`src/hw/rtl/tvs_pkg.sv`:
```
// Shared types and constants for the trilinear volume sampler.
// No dependencies; every other file refers to this package by scoped names.
`default_nettype none

package tvs_pkg;

  localparam int unsigned VALUE_W = 32;  // Q16.16 voxel and position width
  localparam int unsigned FRAC_W  = 16;  // fraction bits of a grid coordinate
  localparam int unsigned IDX_W   = 8;   // grid index bits (sizes up to 256)
  localparam int unsigned COORD_W = IDX_W + FRAC_W;
  localparam int unsigned CFG_W   = 3;   // configuration index width

  // Item commands.
  localparam logic CMD_WRITE = 1'b0;
  localparam logic CMD_QUERY = 1'b1;

  // Configuration register indexes.
  localparam logic [CFG_W-1:0] REG_ORIGIN_X = 3'd0;
  localparam logic [CFG_W-1:0] REG_ORIGIN_Y = 3'd1;
  localparam logic [CFG_W-1:0] REG_ORIGIN_Z = 3'd2;
  localparam logic [CFG_W-1:0] REG_SCALE_X  = 3'd3;
  localparam logic [CFG_W-1:0] REG_SCALE_Y  = 3'd4;
  localparam logic [CFG_W-1:0] REG_SCALE_Z  = 3'd5;

  localparam logic [VALUE_W-1:0] SCALE_ONE = 32'h0001_0000;

endpackage

`default_nettype wire

```
`src/hw/rtl/tvs_lerp.sv`:
```
// Shared two-stage linear blend: a + floor((b - a) * f / 65536).
// Depends on tvs_pkg for widths.
`default_nettype none

module tvs_lerp (
  input  wire logic                                clk_i,
  input  wire logic                                en_i,
  input  wire logic signed [tvs_pkg::VALUE_W-1:0]  a_i,
  input  wire logic signed [tvs_pkg::VALUE_W-1:0]  b_i,
  input  wire logic        [tvs_pkg::FRAC_W-1:0]   f_i,
  output logic signed      [tvs_pkg::VALUE_W-1:0]  res_o
);

  logic signed [32:0] diff;
  logic signed [16:0] frac;
  logic signed [49:0] prod_d, prod_q;
  logic signed [31:0] a_q;
  logic signed [33:0] sum;

  assign diff   = $signed({b_i[31], b_i}) - $signed({a_i[31], a_i});
  assign frac   = $signed({1'b0, f_i});
  assign prod_d = 50'(diff) * 50'(frac);

  always_ff @(posedge clk_i) begin
    if (en_i) begin
      prod_q <= prod_d;
      a_q    <= a_i;
    end
  end

  // The blend is a convex combination, so the sum always fits in 32 bits.
  assign sum   = $signed({{2{a_q[31]}}, a_q}) + $signed(prod_q[49:16]);
  assign res_o = sum[31:0];

endmodule

`default_nettype wire

```
`config.mk`:
```
export PLATFORM = sky130hd
export DESIGN_NAME = tvs_lerp
export DESIGN_NICKNAME = d
export VERILOG_FILES = /design/src/hw/rtl/tvs_pkg.sv /design/src/hw/rtl/tvs_lerp.sv
export SDC_FILE = /design/constraint.sdc
export NUM_CORES = 1
export LEC_CHECK = 0
export ABC_CLOCK_PERIOD_IN_PS = 7500
export BUFFER_PORTS_ARGS = -buffer_cell sky130_fd_sc_hd__buf_4
export CAP_MARGIN = 20
export CORE_UTILIZATION = 45
export DETAILED_ROUTE_END_ITERATION = 6
export GPL_TIMING_DRIVEN = 0
export REMOVE_ABC_BUFFERS = 1
export SYNTH_ARGS = -nofsm -noshare
export SYNTH_HDL_FRONTEND = slang
export SYNTH_SLANG_ARGS = --single-unit
```
`constraint.sdc`:
```
create_clock -name clk_i -period 7.5 [get_ports clk_i]
set_clock_uncertainty 0.15 [all_clocks]
set_input_delay 0.375 -clock clk_i [delete_from_list [all_inputs] [get_ports clk_i]]
set_output_delay 0.375 -clock clk_i [all_outputs]
set_load 0.005 [all_outputs]
```
==> metrics.txt <==
Worst Setup Start Kind=input port; Slew Viols, Final=0; kind of critical path=in -> reg; status=complete, but fails checks; CTS tree=done; Clock Sinks=64; count of boundary I/O pins=114; Mapped Cells=2,618; vias in the first global route=20,400; DRT Wirelength=67,000 um; Final ANT Viol Nets=0; DR vias=18,500; worst min path class=in -> reg; register area share after synthesis=8.21%; die height=230 um; violated checks=DRC, setup timing; DR WL/cell=19.4 um; syn avg cell area=8.94 um2; CTS clk-pin slew, worst paths=0.05 ns; Yosys reg bits=64; Die ar.=52,900 um2; area grow syn2layout=19.3%; number of buffers created by CTS=9; WP data required=7.44 ns; dpl hpwl=50,400 um; Yosys warnings=0; port bufs=113; ys flop type=edfxtp_1; initial DRC count=996; post-synth top area share=42.0%; clk buf depth=2; Slowest cell on crit path=fa_1; wire length of the first global-routing pass=107,000 um; RSZ-0062 raised after global routing=true; CP arrival=8.34 ns; DIE WIDTH=230 um; EDFF count, synth=64; synth unique cells=72; Critical Path End Type=flip-flop; H-tree lvl count=3; Finish-stage setup viols=25; CP Max Fanout=6; clk root buf=clkbuf_16; critical path's most frequent cell=fa_1; Max Freq=119 MHz; Final Hold Slack=0.0733 ns; Core ar.=51,300 um2; final worst slack=-0.902 ns; GP Congestion=0.880; Overflow after GRT=0; Via density=5.35; Max Cap Violations=0; Final Hold Fails=0; fin nets=3,518; Slew headroom=29.0%; initial core utilization=45.6%; main area contributors after synthesis=fa_1 (42%), inv_1 (9.9%), ha_1 (9.4%); pin count of the biggest net entering global routing=65; FP Rows=83; Fillers=4,634; initial antenna violation count=0; CP max stage delay=0.56 ns; first drt pass iteration count=7; worst slew pin tran=1.06 ns; layout cell share with drive strength beyond 1=17.6%; Final min period=8.40 ns; fraction of registers with async set/reset=0%; Tot GR Track Use=25.9%; Final period util=112%; Cell Area, Synth=23,400 um2; drt drc=3; post-synth top area cell=fa_1
routing by layer:
layer  vias to the layer above  wire (um)  track usage (%)
li1                       8247          -                -
met1                      9526      26300             31.5
met2                       570      35300             48.0
met3                       132       3150             2.39
met4                         0       2200             8.11
met5                         -          0                0
layout make-up:
class	count	area, um2	share of cell area [%]
antenna	1	2.50	0.00896
clock buffer	9	225	0.807
clock inverter	6	109	0.390
inverter	620	2340	8.37
multi-input combinational	1825	20300	72.5
sequential	64	1920	6.88
tap	680	851	3.05
timing repair buffer	250	2230	7.97
timing repair:
item                                    in CTS  in global routing
setup buffers                               73                 42
pin swaps                                  107                136
gates cloned                                 1                  0
resized for setup                          178                130
endpoints found under the setup margin      31                 31
hold buffers                                 0                  0
layout by cell type (no fill, tap or decap), drive strengths merged, types with 4 or more instances in the layout:
master / synthesis / layout
nand2b: 20 / 20
xnor2: 66 / 66
or3: 8 / 8
o211a: 12 / 12
a2111oi: 4 / 4
o21ai: 62 / 62
nor2: 49 / 49
a221oi: 5 / 5
inv: 620 / 620
nand4: 21 / 21
xor2: 36 / 36
edfxtp: 64 / 64
clkbuf: 99 / 9
fa: 491 / 491
a211o: 5 / 5
o211ai: 13 / 13
and2: 227 / 227
nand3: 18 / 18
ha: 175 / 175
a211oi: 11 / 11
o21bai: 6 / 6
a31oi: 21 / 21
or2: 4 / 4
nor2b: 44 / 44
o21a: 20 / 20
nand2: 342 / 342
nor3: 9 / 9
and4: 6 / 6
a21oi: 62 / 62
and3: 10 / 10
a21o: 32 / 32
buf: 11 / 250
synth_stat cells (3+ instances only):
cell	number
nand3_1	18
a211oi_1	11
xor2_1	36
nand2_1	342
o31a_1	3
o21ai_0	60
and3_1	10
a211o_1	5
o21bai_1	6
fa_1	491
buf_2	4
nand2b_1	20
and2_1	227
o21a_1	20
nor3b_1	3
a311oi_1	3
nor3_1	9
nor4_1	3
inv_1	620
or2_2	4
buf_1	5
a31oi_1	21
and4_1	6
a21boi_0	3
a2111oi_0	3
edfxtp_1	64
nor2b_1	44
clkbuf_1	99
or3_1	7
nand4_1	21
o211a_1	12
nor2_1	47
a21oi_1	61
a221oi_2	3
o211ai_1	11
ha_1	175
xnor2_1	66
a21o_1	32
final timing paths:
kind / start / to / cells past startpoint
max: a_i[6] / prod_q[47] / 34
min: a_i[31] / a_q[31] / 1
stage by stage:
stage	setup slack (ns)	area, um2	std cells	setup TNS (ns)	utilization [%]
after floorplan	-1.10	23000	2508	-9.74	-
after global placement	-3.33	24700	3301	-74.71	48.1
after detailed placement	-2.50	25200	3327	-52.40	49.2
after CTS	-0.942	27100	3416	-12.64	52.8
after global routing	-1.20	27900	3454	-20.10	54.4
final	-0.902	27900	3455	-13.88	54.4
cells by family (layout without fill, tap and decap cells):
family | count (synthesis) | in the layout | share of synthesized area [%]
AOI/OAI and AO/OA | 283 | 284 | 8.29
xor gates and xnor gates | 102 | 102 | 3.82
adders and majority gates | 666 | 666 | 51.4
buffers and inverters | 730 | 885 | 11.8
DFF | 64 | 64 | 8.21
other | 0 | 1 | 0
and+or+nand+nor | 773 | 773 | 16.5
sequential cells by signal (all words and copies together) (netlist names):
name / cells
prod_q: 32
a_q: 32
critical path, delay by kind of cell:
family / cells / cell delay [ns]
AO/OA/AOI/OAI: 8 / 1.80
XOR/XNOR: 2 / 0.27
adder cells (fa/ha/maj): 8 / 3.60
buffers and inverters: 7 / 0.58
AND/OR/NAND/NOR: 9 / 1.67
Power is left out: the tool's default activity adds up to more than one toggle a clock period on the data nets, which glitch-free logic cannot reach.
