**src/hw/rtl/tvs_pkg.sv**
```systemverilog
// Shared types and constants for the trilinear volume sampler.
// No dependencies; every other file refers to this package by scoped names.
`default_nettype none

package tvs_pkg;

  localparam int unsigned VALUE_W = 32;  // Q16.16 voxel and position width
  localparam int unsigned FRAC_W  = 16;  // fraction bits of a grid coordinate
  localparam int unsigned IDX_W   = 8;   // grid index bits (sizes up to 256)
  localparam int unsigned COORD_W = IDX_W + FRAC_W;
  localparam int unsigned CFG_W   = 3;   // configuration index width

  // Item commands.
  localparam logic CMD_WRITE = 1'b0;
  localparam logic CMD_QUERY = 1'b1;

  // Configuration register indexes.
  localparam logic [CFG_W-1:0] REG_ORIGIN_X = 3'd0;
  localparam logic [CFG_W-1:0] REG_ORIGIN_Y = 3'd1;
  localparam logic [CFG_W-1:0] REG_ORIGIN_Z = 3'd2;
  localparam logic [CFG_W-1:0] REG_SCALE_X  = 3'd3;
  localparam logic [CFG_W-1:0] REG_SCALE_Y  = 3'd4;
  localparam logic [CFG_W-1:0] REG_SCALE_Z  = 3'd5;

  localparam logic [VALUE_W-1:0] SCALE_ONE = 32'h0001_0000;

endpackage

`default_nettype wire

```
**src/hw/rtl/tvs_coord.sv**
```systemverilog
// Two-stage unit that maps one world coordinate to a clamped grid coordinate.
// Depends on tvs_pkg for widths.
`default_nettype none

module tvs_coord (
  input  wire logic                                clk_i,
  input  wire logic                                rst_ni,
  input  wire logic                                en_i,
  input  wire logic signed [tvs_pkg::VALUE_W-1:0]  pos_i,
  input  wire logic signed [tvs_pkg::VALUE_W-1:0]  origin_i,
  input  wire logic        [tvs_pkg::VALUE_W-1:0]  scale_i,
  input  wire logic        [tvs_pkg::IDX_W-1:0]    top_i,
  output logic             [tvs_pkg::COORD_W-1:0]  coord_o
);

  logic signed [32:0] diff;
  logic        [32:0] neg_diff;
  logic        [31:0] mag;
  logic        [63:0] prod_d, prod_q;
  logic               neg_q;
  logic [tvs_pkg::IDX_W-1:0] top_q;
  logic        [64:0] rnd;
  logic        [48:0] quo;
  logic               big;
  logic signed [26:0] half, full, qn, sum;

  assign diff     = $signed({pos_i[31], pos_i}) - $signed({origin_i[31], origin_i});
  assign neg_diff = -diff;
  assign mag      = diff[32] ? neg_diff[31:0] : diff[31:0];
  assign prod_d   = 64'(mag) * 64'(scale_i);

  always_ff @(posedge clk_i or negedge rst_ni) begin
    if (!rst_ni) begin
      neg_q <= 1'b0;
    end else if (en_i) begin
      neg_q <= diff[32];
    end
  end

  always_ff @(posedge clk_i) begin
    if (en_i) begin
      prod_q <= prod_d;
      top_q  <= top_i;
    end
  end

  // A negative offset rounds its magnitude up, which floors the signed value.
  assign rnd  = {1'b0, prod_q} + (neg_q ? 65'd65535 : 65'd0);
  assign quo  = rnd[64:16];
  // Anything at or above 2^25 lies beyond every face of a 256-wide grid.
  assign big  = |quo[48:25];
  assign half = $signed({4'b0, top_q, 15'b0});
  assign full = $signed({3'b0, top_q, 16'b0});
  assign qn   = $signed({2'b0, quo[24:0]});
  assign sum  = neg_q ? (half - qn) : (half + qn);

  always_comb begin
    if (big) begin
      coord_o = neg_q ? '0 : full[tvs_pkg::COORD_W-1:0];
    end else if (sum < 0) begin
      coord_o = '0;
    end else if (sum > full) begin
      coord_o = full[tvs_pkg::COORD_W-1:0];
    end else begin
      coord_o = sum[tvs_pkg::COORD_W-1:0];
    end
  end

endmodule

`default_nettype wire

```
**config.mk**
```make
export PLATFORM = sky130hd
export DESIGN_NAME = tvs_coord
export DESIGN_NICKNAME = d
export VERILOG_FILES = /design/src/hw/rtl/tvs_pkg.sv /design/src/hw/rtl/tvs_coord.sv
export SDC_FILE = /design/constraint.sdc
export NUM_CORES = 2
export LEC_CHECK = 0
export ABC_AREA = 0
export BUFFER_PORTS_ARGS = -buffer_cell sky130_fd_sc_hd__buf_2
export CELL_PAD_IN_SITES_DETAIL_PLACEMENT = 1
export CELL_PAD_IN_SITES_GLOBAL_PLACEMENT = 2
export CORE_ASPECT_RATIO = 1.1
export CORE_MARGIN = 5
export CORE_UTILIZATION = 40
export DETAILED_ROUTE_END_ITERATION = 12
export PLACE_DENSITY = 0.92
export SLEW_MARGIN = 20
export SYNTH_ARGS = -nofsm -noshare
export SYNTH_HDL_FRONTEND = slang
export SYNTH_SLANG_ARGS = --single-unit
```
**constraint.sdc**
```tcl
create_clock -name clk_i -period 9.69 [get_ports clk_i]
set_input_delay 0.4845 -clock clk_i [delete_from_list [all_inputs] [get_ports clk_i]]
set_output_delay 0.4845 -clock clk_i [all_outputs]
set_load 0.02 [all_outputs]
```
==> flow_summary.toml <==
[run_status]
status = "complete, but fails checks"
violations = "setup timing"

[yosys]
synth_edf_count = 72
synth_common_cells = "inv_1 (1023), fa_1 (898), nand2_1 (671), and2_1 (457), ha_1 (337)"
netlist.area_leader.share_pct = 43.0
ys_top_cells_by_area = "fa_1 (43%), ha_1 (10%), inv_1 (9.2%), and2_1 (6.8%), nand2_1 (6.0%)"
yosysSeqAreaShare_pct = 5.23
synth_nets = 6097
synth_most_common_cell = "inv_1"
avgSynthCellArea_sq_um = 8.79
ys.flop_type = "edfxtp_1"
yosysTopAreaCell = "fa_1"
ys_types = 99
synthesis.area_sq_um = 41800
ys.warnings.count = 0
synthCells = 4755
postSynth.asyncResetShare_pct = 1.37
ys_ff_latch = 73

[floorplanning]
fp.coreArea_sq_um = 104000
dieArea_sq_um = 111000
row_count = 124
die_w_um = 318
initial_core_util_pct = 40.3
ioPinCount = 131
die_y_um = 349

[clocking]
numCtsBuffers = 9
clock_path_buffers = 2
htreeDepth = 3
clock-sinks = 73
cts-root-buf = "clkbuf_16"
cts_tree = "done"
clk_pin_slew_ns = 0.07
clkLatencyLatePin_ns = 0.35

[sta]
worst_slew_pin_slew_ns = 0.946
hold_viol_final = 0
drv_slew = 0
setup_violations = 35
rsz0062_at_grt = "true"
max_slew_margin_pct = 36.9
fin_crit_sh_pct = 110
max_freq_ghz = 0.0942
hold-worst-slack_ns = 0.309
fin_crit_ns = 10.61
setup_ws_ns = -0.924
clock_skew_ns = 0

[job]
cap_violations = 0

[setup_path]
startpoint_type = "input pin"
crit_top_cell = "fa_1"
worst_r2r_endpoint = "neg_q"
end_kind = "flop"
crit_path_top_delay_cell = "fa_1"
max_stage_delay_ns = 0.57
rr_startpoint = "neg_q"
cp.required_ns = 9.81
worstRegToRegCells = 2
cp_max_fo = 6
reg2reg_slack_ns = 8.54
arrival_ns = 10.73
worstSetupPathType = "input pin to flop"

[global_route]
grt_util_all_layers_pct = 24.6
overflow = 0
grt_pass1_vias = 41183
antenna_found_initial = 5
grt_pass1_wl_um = 221000
grt_max_degree = 72

[route]
ant_nets = 0
dr.pass1.iters = 5
first_iter_violations = 1873
routedWlPerCell_um = 21.6
drc_errors = 0
routed_via_density = 5.34
finalWirelength_um = 143000
route.vias.total = 35474

[layout]
nets = 6587
utilization_pct = 49.4
area_growth_syn_to_layout_pct = 22.7
final_layout_size_suffix_gt1_share_pct = 21.9

[min_path]
hold_start = "top_i[2]"
holdPathEnd = "top_q[2]"
holdPathStages = 1
worstHoldPathType = "input pin to flop"

[placement]
dp_slack_ns = -1.34
place_hpwl_um = 113000
port_buffers = 130
gp_congestion = 0.905
[worst max-delay path by stage]
stage	cells past startpoint	from	slack [ns]	end
floorplan	44	origin_i[9]	-0.34	prod_q[51]
global placement	39	origin_i[1]	-0.98	prod_q[62]
detailed placement	43	origin_i[1]	-1.34	prod_q[63]
CTS	44	pos_i[8]	-0.56	prod_q[51]
global route	45	pos_i[0]	-1.18	prod_q[56]
finish	45	origin_i[2]	-0.92	prod_q[56]
[layout make-up]
class                           instances  area (sq um)
Inverter                             1023          3860
Fill cell                           11879         52500
Timing Repair Buffer                  702          5930
Tap cell                             1386          1730
Sequential cell                        73          2190
Clock inverter                          5          57.6
Antenna cell                            3          7.51
Clock buffer                           11           233
Multi-Input combinational cell       3436         37200
[flip-flops by register name (all words and copies together) (netlist names)]
register,count
neg_q,1
prod_q,64
top_q,8
[routing by layer]
layer  vias up  global-route usage, %  part of all wire [%]
met5         -                      0                 0.017
met4         4                   6.75                   3.3
met3       354                   3.17                   5.0
met2      1130                   45.5                    52
met1     18484                   30.3                    40
li1      15502                      -                     -
[layout by cell type (no fill, tap or decap), types with 25 or more instances in the layout]
cell and n:
a21o_1 64, a21oi_1 77, a21oi_2 33, and2_1 440
buf_12 46, buf_2 117, buf_4 466, buf_6 60
edfxtp_1 72, fa_1 841, fa_2 57, ha_1 291
ha_4 42, inv_1 973, inv_2 45, nand2_1 648
nand2b_1 37, nand3_1 41, nand4_1 32, nor2_1 92
nor2b_1 40, nor3_1 34, o21ai_0 61, xnor2_1 70
xnor2_2 25, xor2_1 37
[through the flow]
step / instance area [sq um] / std cells / setup TNS [ns]
floorplan: 42400 / 4755 / -2.81
global placement: 47800 / 6493 / -28.34
detailed placement: 47800 / 6493 / -39.26
CTS: 49800 / 6583 / -11.17
global route: 51200 / 6636 / -30.86
finish: 51300 / 6639 / -19.32
[critical path: cells and delay by family]
| family | cells | cell delay [ns] |
|---|---|---|
| adders and majority gates | 10 | 4.54 |
| buffers and inverters | 11 | 1.06 |
| and+or+nand+nor | 7 | 1.25 |
| AOI/OAI and AO/OA | 15 | 3.10 |
| xor gates and xnor gates | 2 | 0.24 |
[kinds of logic (layout without fill, tap and decap cells)]
| group | Yosys count | after routing | synth area share (%) |
|---|---|---|---|
| and+or+nand+nor | 1535 | 1535 | 18.4 |
| buffers and inverters | 1248 | 1741 | 11.3 |
| adders and majority gates | 1235 | 1235 | 53.1 |
| AOI/OAI and AO/OA | 498 | 498 | 8.41 |
| xor gates and xnor gates | 151 | 153 | 3.17 |
| DFF | 73 | 73 | 5.23 |
| muxes | 15 | 15 | 0.359 |
| other | 0 | 3 | 0 |
[repair_timing]
| action | in CTS | in global routing |
|---|---|---|
| buffers inserted | 67 | 59 |
| gates cloned | 7 | 1 |
| pin swaps | 164 | 187 |
| setup endpoints to repair | 40 | 45 |
| gates resized for setup | 241 | 231 |
| hold buffers | 1 | 0 |
| hold endpoints to repair | 1 | 0 |
Power is left out: the tool's default activity adds up to more than one toggle a clock period on the data nets, which glitch-free logic cannot reach.
